$ cat src/rtl/sequential_list_engine_assert.svh
// ----------------------------------------------------------------------------
// sequential_list_engine assertion macros
// shared concurrent assertion forms for the list engine modules
// ----------------------------------------------------------------------------
`ifndef SEQUENTIAL_LIST_ENGINE_ASSERT_SVH
`define SEQUENTIAL_LIST_ENGINE_ASSERT_SVH

// same-cycle implication, disabled during reset
`define SLE_ASSERT_IMPL(label, clk, rst_n, ante, cons) \
    label: assert property (@(posedge clk) disable iff (!rst_n) (ante) |-> (cons)) \
        else $error("sequential_list_engine: assertion failed");

// next-cycle implication, disabled during reset
`define SLE_ASSERT_NEXT(label, clk, rst_n, ante, cons) \
    label: assert property (@(posedge clk) disable iff (!rst_n) (ante) |=> (cons)) \
        else $error("sequential_list_engine: assertion failed");

`endif

$ cat src/rtl/sle_pkg.sv
// ----------------------------------------------------------------------------
// sle_pkg
// widths, codes and controller/datapath bundles of the sequential list engine
// ----------------------------------------------------------------------------
package sle_pkg;

    // list geometry
    localparam int CAPACITY = 128;
    localparam int ADDR_W   = $clog2(CAPACITY);
    localparam int CNT_W    = $clog2(CAPACITY + 1);

    // field widths
    localparam int FUNC_W = 2;
    localparam int POS_W  = 8;
    localparam int KEY_W  = 31;
    localparam int PAY_W  = 64;
    localparam int STAT_W = 2;
    localparam int FPOS_W = 8;
    localparam int LCNT_W = 8;
    localparam int REC_W  = KEY_W + PAY_W;

    // width for position/count compares
    localparam int CMP_W = ((CNT_W > POS_W) ? CNT_W : POS_W) + 1;

    // operation codes
    localparam logic [FUNC_W-1:0] FUNC_INSERT = 2'd0;
    localparam logic [FUNC_W-1:0] FUNC_DELETE = 2'd1;
    localparam logic [FUNC_W-1:0] FUNC_LOCATE = 2'd2;

    // status codes
    localparam logic [STAT_W-1:0] STAT_OK        = 2'd0;
    localparam logic [STAT_W-1:0] STAT_FULL      = 2'd1;
    localparam logic [STAT_W-1:0] STAT_BAD_POS   = 2'd2;
    localparam logic [STAT_W-1:0] STAT_NOT_FOUND = 2'd3;

    // controller to datapath commands
    typedef struct packed {
        logic              load;
        logic              setup;
        logic              step;
        logic              shift_wr;
        logic              ins_put;
        logic              cnt_inc;
        logic              cnt_dec;
        logic              set_status;
        logic [STAT_W-1:0] status;
        logic              take_hit;
        logic              publish;
    } sle_cmd_t;

    // datapath to controller status
    typedef struct packed {
        logic [FUNC_W-1:0] func;
        logic              full;
        logic              ins_bad;
        logic              del_bad;
        logic              rem_zero;
        logic              pend;
        logic              hit;
        logic              out_busy;
    } sle_sts_t;

endpackage

$ cat src/rtl/sle_ctrl.sv
// ----------------------------------------------------------------------------
// sle_ctrl
// operation sequencer: decode, shift walks, search walk and result hand-off
// ----------------------------------------------------------------------------
`include "sequential_list_engine_assert.svh"

module sle_ctrl (
    input  logic              clk,
    input  logic              rst_n,
    input  logic              req_valid,
    output logic              req_ready,
    input  sle_pkg::sle_sts_t sts,
    output sle_pkg::sle_cmd_t cmd
);
    import sle_pkg::*;

    typedef enum logic [2:0] {
        ST_IDLE,
        ST_DECODE,
        ST_INS_MOVE,
        ST_INS_PUT,
        ST_DEL_MOVE,
        ST_SEARCH,
        ST_FINISH
    } state_t;

    state_t state_reg;
    state_t state_next;

    // next state and commands
    always_comb
    begin
        state_next = state_reg;
        cmd        = '0;
        unique case (state_reg)
            ST_IDLE:
            begin
                if (req_valid)
                begin
                    cmd.load   = 1'b1;
                    state_next = ST_DECODE;
                end
            end
            ST_DECODE:
            begin
                cmd.set_status = 1'b1;
                unique case (sts.func)
                    FUNC_INSERT:
                    begin
                        if (sts.full)
                        begin
                            cmd.status = STAT_FULL;
                            state_next = ST_FINISH;
                        end
                        else if (sts.ins_bad)
                        begin
                            cmd.status = STAT_BAD_POS;
                            state_next = ST_FINISH;
                        end
                        else
                        begin
                            cmd.status  = STAT_OK;
                            cmd.setup   = 1'b1;
                            cmd.cnt_inc = 1'b1;
                            state_next  = ST_INS_MOVE;
                        end
                    end
                    FUNC_DELETE:
                    begin
                        if (sts.del_bad)
                        begin
                            cmd.status = STAT_BAD_POS;
                            state_next = ST_FINISH;
                        end
                        else
                        begin
                            cmd.status  = STAT_OK;
                            cmd.setup   = 1'b1;
                            cmd.cnt_dec = 1'b1;
                            state_next  = ST_DEL_MOVE;
                        end
                    end
                    FUNC_LOCATE:
                    begin
                        cmd.status = STAT_NOT_FOUND;
                        cmd.setup  = 1'b1;
                        state_next = ST_SEARCH;
                    end
                    default:
                    begin
                        cmd.status = STAT_OK;
                        state_next = ST_FINISH;
                    end
                endcase
            end
            ST_INS_MOVE:
            begin
                // walk down from the tail, one entry up per cycle
                cmd.shift_wr = 1'b1;
                if (!sts.rem_zero)
                begin
                    cmd.step = 1'b1;
                end
                else
                begin
                    state_next = ST_INS_PUT;
                end
            end
            ST_INS_PUT:
            begin
                cmd.ins_put = 1'b1;
                state_next  = ST_FINISH;
            end
            ST_DEL_MOVE:
            begin
                // walk up from the hole, one entry down per cycle
                cmd.shift_wr = 1'b1;
                if (!sts.rem_zero)
                begin
                    cmd.step = 1'b1;
                end
                else
                begin
                    state_next = ST_FINISH;
                end
            end
            ST_SEARCH:
            begin
                if (sts.hit)
                begin
                    cmd.take_hit = 1'b1;
                    state_next   = ST_FINISH;
                end
                else if (sts.rem_zero && !sts.pend)
                begin
                    state_next = ST_FINISH;
                end
                else if (!sts.rem_zero)
                begin
                    cmd.step = 1'b1;
                end
            end
            ST_FINISH:
            begin
                if (!sts.out_busy)
                begin
                    cmd.publish = 1'b1;
                    state_next  = ST_IDLE;
                end
            end
            default:
            begin
                state_next = ST_IDLE;
            end
        endcase
    end

    // state register
    always_ff @(posedge clk or negedge rst_n)
    begin
        if (!rst_n)
        begin
            state_reg <= ST_IDLE;
        end
        else
        begin
            state_reg <= state_next;
        end
    end

    assign req_ready = (state_reg == ST_IDLE);

    // checks
    `SLE_ASSERT_NEXT(a_hit_ends_search, clk, rst_n, (state_reg == ST_SEARCH) && sts.hit, state_reg == ST_FINISH)
    `SLE_ASSERT_NEXT(a_put_after_moves, clk, rst_n, (state_reg == ST_INS_MOVE) && sts.rem_zero, state_reg == ST_INS_PUT)
    `SLE_ASSERT_IMPL(a_publish_free, clk, rst_n, cmd.publish, !sts.out_busy)

endmodule

$ cat config.mk
export PLATFORM = sky130hd
export DESIGN_NAME = sle_ctrl
export DESIGN_NICKNAME = d
export VERILOG_FILES = /design/src/rtl/sle_pkg.sv /design/src/rtl/sle_ctrl.sv
export VERILOG_INCLUDE_DIRS = /design/src /design/src/rtl
export SDC_FILE = /design/constraint.sdc
export NUM_CORES = 1
export LEC_CHECK = 0
export BUFFER_PORTS_ARGS = -buffer_cell sky130_fd_sc_hd__buf_2
export CAP_MARGIN = 20
export CORE_AREA = 2 2 39 41
export CTS_CLUSTER_SIZE = 10
export DETAILED_ROUTE_END_ITERATION = 8
export DIE_AREA = 0 0 41 43
export PLACE_DENSITY = 0.71
export RECOVER_POWER = 25
export SLEW_MARGIN = 20
export SYNTH_ARGS = -nofsm -noshare
export SYNTH_HDL_FRONTEND = slang
export SYNTH_SLANG_ARGS = --single-unit
$ cat constraint.sdc
create_clock -name clk -period 1.1 [get_ports clk]
set_input_delay 0.11 -clock clk [delete_from_list [all_inputs] [get_ports clk]]
set_output_delay 0.11 -clock clk [all_outputs]
set_load 0.05 [all_outputs]
* Word level (Yosys, flattened, before mapping) *
Cells that the tools add are included.
Widths: inputs -> output; s select.

word-level totals
  register bits = 3
  output and inout bits = 13

cells by class
  equality and inequality tests = 13
  multiplexer cells = 35
  reduce and logical (&&, ||, !) cells = 6

operators by type and width
  cell                count
  $mux 3              8
  $pmux 3 s7          1
  $mux 1              17
  $eq 3x3->1 const B  3
  $pmux 3 s3          1
  $mux 2              4
  $ne 2x2->1 const B  4
  $eq 3x2->1 const B  2
  $pmux 2 s3          1
  $mux 5              1
  $reduce_and 5->1    1
  $eq 3x1->1 const B  1
  $logic_not 3->1     1
  $ne 3x3->1 const B  1
  $pmux 1 s3          1
  $eq 2x1->1 const B  1
  $eq 2x2->1 const B  1
  $logic_not 2->1     1
  $pmux 1 s2          1
  $reduce_or 2->1     1
  $logic_and 1x1->1   1
  $logic_not 1->1     1

* Logic depth before layout (Yosys ltp) *
  depth in word-level cells = 5
  mapped depth = 5

* Worst setup path before layout *
Ideal clock, no wire load.

  kind = flip-flop to output port
  start = register state_reg[2]
  end = output port cmd[10] (netlist name)
  arrival = 1807 ps
  slack = -817 ps
  stages on the path, launching flop included = 5
  buffers on the path = 1
  cell sequence = dfrtp_1 buf_6 nor2_2 nand2_2 nor3_1

RTL lines
  what                    RTL line         text
  start, declared         sle_ctrl.sv:27   state_t state_reg;
  start signal, assigned  sle_ctrl.sv:167  state_reg <= state_next;
  end, declared           sle_ctrl.sv:13   output sle_pkg::sle_cmd_t cmd

==> results.txt <==
- In this run the power spent charging and discharging nets is 1510 µW.
- After routing the design area is 1140 µm².
- Power share of the clock group: 6.6%
- After detailed routing, the number of vias per cell comes to 5.33.
- Row generation in the floorplan step produced 14 rows.
- The tool flagged a number of max-cap violations equal to 0.
- The synthesized design devotes to its leading area cell type 15.5% of total area.
- The clock passes through at most 2 buffers.
* Number of primary I/O pins: 25
* Leakage power summed over all cells: 0.000519 µW
* Run status: complete, but fails checks
* Global-route wire length before repair: 2680 µm
- Combinational Power Share: 82.2%
- In this run the clock root is driven by a clkbuf_4.
- Post-place instance area: 831 µm²
- Dividing total power by cell area gives a power density of 2640 nW/µm².
- The synthesized netlist contains 27 unique library cells.
- Area of the core region: 1380 µm²
* Share of synthesized registers carrying an async set or reset: 100%
* Leading cell type by number of instances after synthesis: nor3_1
- Setup slack after layout: -350 ps
- At the worst endpoint, the arrival time is 1340 ps.
- Of the available clock period, the critical path in the final layout requires 132%.
* Slew at the pin with the worst max-slew slack: 349 ps
- Flop and latch count out of synthesis: 3
- The commonest cells after synthesis are 7 x nor3_1, 6 x ha_1, 4 x a21oi_1, 4 x nor2_1.
- Failing checks: setup timing
- The congestion estimate from routability-driven global placement came to 0.726.
* Post-Syn Area: 485 µm²
- VDD sags by at most 1680 µV.
* Number of flip-flops in the largest register: 3
- Area of the die: 1760 µm²
- Number of sinks on the clock net: 3
- TritonCTS built the clock tree.
* Leading area contributor after synthesis: dfrtp_1
* Crit path launch type: input pin
- Synth warn: 0
* Worst Hold Class: in -> async
- Via count of the first global-routing pass: 659
* Largest net degree at the start of global routing: 8
* Total length of routed wires: 2050 µm
- The final layout contains 132 nets.
- GR Overflow Total: 0
- Sequential element share of the synthesized area: 15.5%
* Final HPWL from detailed placement: 1170 µm
* Iteration-0 DRC Markers: 5
* Final setup violating endpoints: 16
- Number of pins exceeding their max-slew limit in the final report: 0
* Number of antenna cells inserted: 0
- Worst-skew pair later-pin latency: 240 ps
* Count of input and output buffers: 24
- After synthesis, the mean cell area works out to 7.71 µm².
- Buffers inserted during clock tree synthesis total 3.
- For this block, the via count after detailed routing is 687.
- Top flip-flop cell by instance count after synthesis: dfrtp_1
- Top cells by area, synth: dfrtp_1 15%, ha_1 15%, nor3_1 7.2%
- The critical path goes through buf_2 > inv_1 > ha_1 > nor2b_1 > a221oi_2 > buf_4 > nor3_4 > buf_6.
* Antenna-violating nets left: 0
- Registers are responsible for 11.3% of the overall power.
- Drt drc: 0
- Post-synth EDFFs: 0
- In this run the worst setup path begins at sts[7].
- Average routed wire per standard cell: 15.9 µm
- Pre-antenna DRT Iters: 4
* Kind of critical path: in -> out
* Highest net fanout along the worst path: 4
- In this run the critical register-to-register path is captured at state_reg[1].
* R2r setup slk: -120 ps
- Once the floorplan was initialized, standard cells occupied 35.1% of the core.
- Fmax: 0.689 GHz
- Internal Pwr Total: 1500 µW
- Share of layout cells above drive strength 1: 74.3%
- Of the total power, the share spent switching nets is 50.2%.
* Setup repair after global routing missed its margin: yes
- Measured against its own limit, the worst slew margin works out to 76.7%.
* Initial antenna violation count: 0
- Worst reg2reg startpoint: state_reg[0]
* Maximum level of the CTS H-tree: 1
* Place WS: -316 ps
* CTS clk-pin slew, worst paths: 40 ps
- Vert. Die Dim: 43 µm
- On the worst path, the slowest cell contributes a delay of 220 ps.
- Relative to the synthesized area, the layout overhead comes to 136%.
- Synthesized Nets: 81
- Synthesis produced a netlist whose cell count is 63.
* Slowest stage cell on the critical path: nor2b_1
* Crit end category: primary output
- Required time worst endpoint: 990 ps
- For the finished layout, the period the worst path requires is 1450 ps.
- Final number of hold-violating endpoints: 0
* Total Routing Usage GR: 22.7%
* Clock tree skew after final layout: 2.70 ps
* Worst Setup EP: cmd[3]
* Chip Width: 41 µm
- Measured in cells, the most critical reg-to-reg path has a length of 5.
what timing repair did:
| action | in CTS | in global routing |
|---|---|---|
| endpoints found under the hold margin | 3 | 0 |
| setup buffers | 3 | 4 |
| hold buffers | 1 | 0 |
| resized for setup | 44 | 18 |
| pin swaps | 5 | 8 |
| setup endpoints to repair | 16 | 16 |
| gates cloned | 0 | 0 |
layout by cell type (no fill, tap or decap), types with 2 or more instances in the layout:
cell type,netlist,final
nor3b_2,0,3
nor2_4,0,3
clkbuf_4,0,3
buf_2,0,10
a31oi_1,3,2
a21oi_1,4,3
and3_4,0,2
inv_1,3,2
buf_4,3,13
buf_8,0,2
nand2_2,1,2
buf_6,1,23
nor3_4,0,6
ha_1,6,6
clkbuf_1,0,2
nor2b_1,3,3
nand2b_1,3,2
dfrtp_2,0,3
how the worst min path moves through the flow:
| stage | from | to | slack, ps |
|---|---|---|---|
| floorplan | rst_n | state_reg[0] | -190 |
| global placement | rst_n | state_reg[0] | -100 |
| detailed placement | rst_n | state_reg[2] | -90 |
| CTS | rst_n | state_reg[1] | 190 |
| global route | rst_n | state_reg[0] | 230 |
| finish | rst_n | state_reg[1] | 210 |
cell type report:
cell class	instances	area, µm²
Timing Repair Buffer	50	450
Multi-Input combinational cell	51	544
Inverter	5	25.0
Tap cell	16	20.0
Clock buffer	4	26.3
Sequential cell	3	78.8
Fill cell	88	239
power by group through the flow:
stage	clock (µW)	combinational [µW]	sequential, µW
after CTS	205	2110	315
final	198	2480	340
after global routing	214	2600	342
after detailed placement	0	1680	336
after floorplan	0	1390	217
after global placement	0	1640	331
through the flow:
stage / setup TNS (ps) / power [µW] / utilization (%) / cells / hold WS [ps]
final: -4070 / 3020 / 82.7 / 129 / 213
after global routing: -4640 / 3160 / 82.7 / 129 / 227
after CTS: -3810 / 2630 / 74.5 / 125 / 190
after detailed placement: -3260 / 2010 / 60.0 / 117 / -91.2
after global placement: -2760 / 1970 / 60.0 / 117 / -97.2
after floorplan: -1090 / 1600 / - / 63 / -186
per-layer routing:
layer	up-vias	wire [µm]	GRT usage, %
met5	-	0	0
met4	0	0	14.7
met3	0	65	5.76
met2	22	1210	38.1
met1	343	776	22.7
li1	322	-	-
worst max-delay path: cells and delay by family:
family | cells | cell delay, ps
buffers and inverters | 4 | 550
AND/OR/NAND/NOR | 2 | 390
adder cells (fa/ha/maj) | 1 | 190
AO/OA/AOI/OAI | 1 | 90
cell families (layout without fill, tap and decap cells):
| group | after synthesis | after routing | share of synthesized area [%] |
|---|---|---|---|
| and+or+nand+nor | 29 | 29 | 34.5 |
| buffers and inverters | 9 | 59 | 10.8 |
| DFF | 3 | 3 | 15.5 |
| adders and majority gates | 6 | 6 | 15.5 |
| AOI/OAI and AO/OA | 15 | 15 | 21.9 |
| xor gates and xnor gates | 1 | 1 | 1.80 |
(Power assumes the default switching activity.)
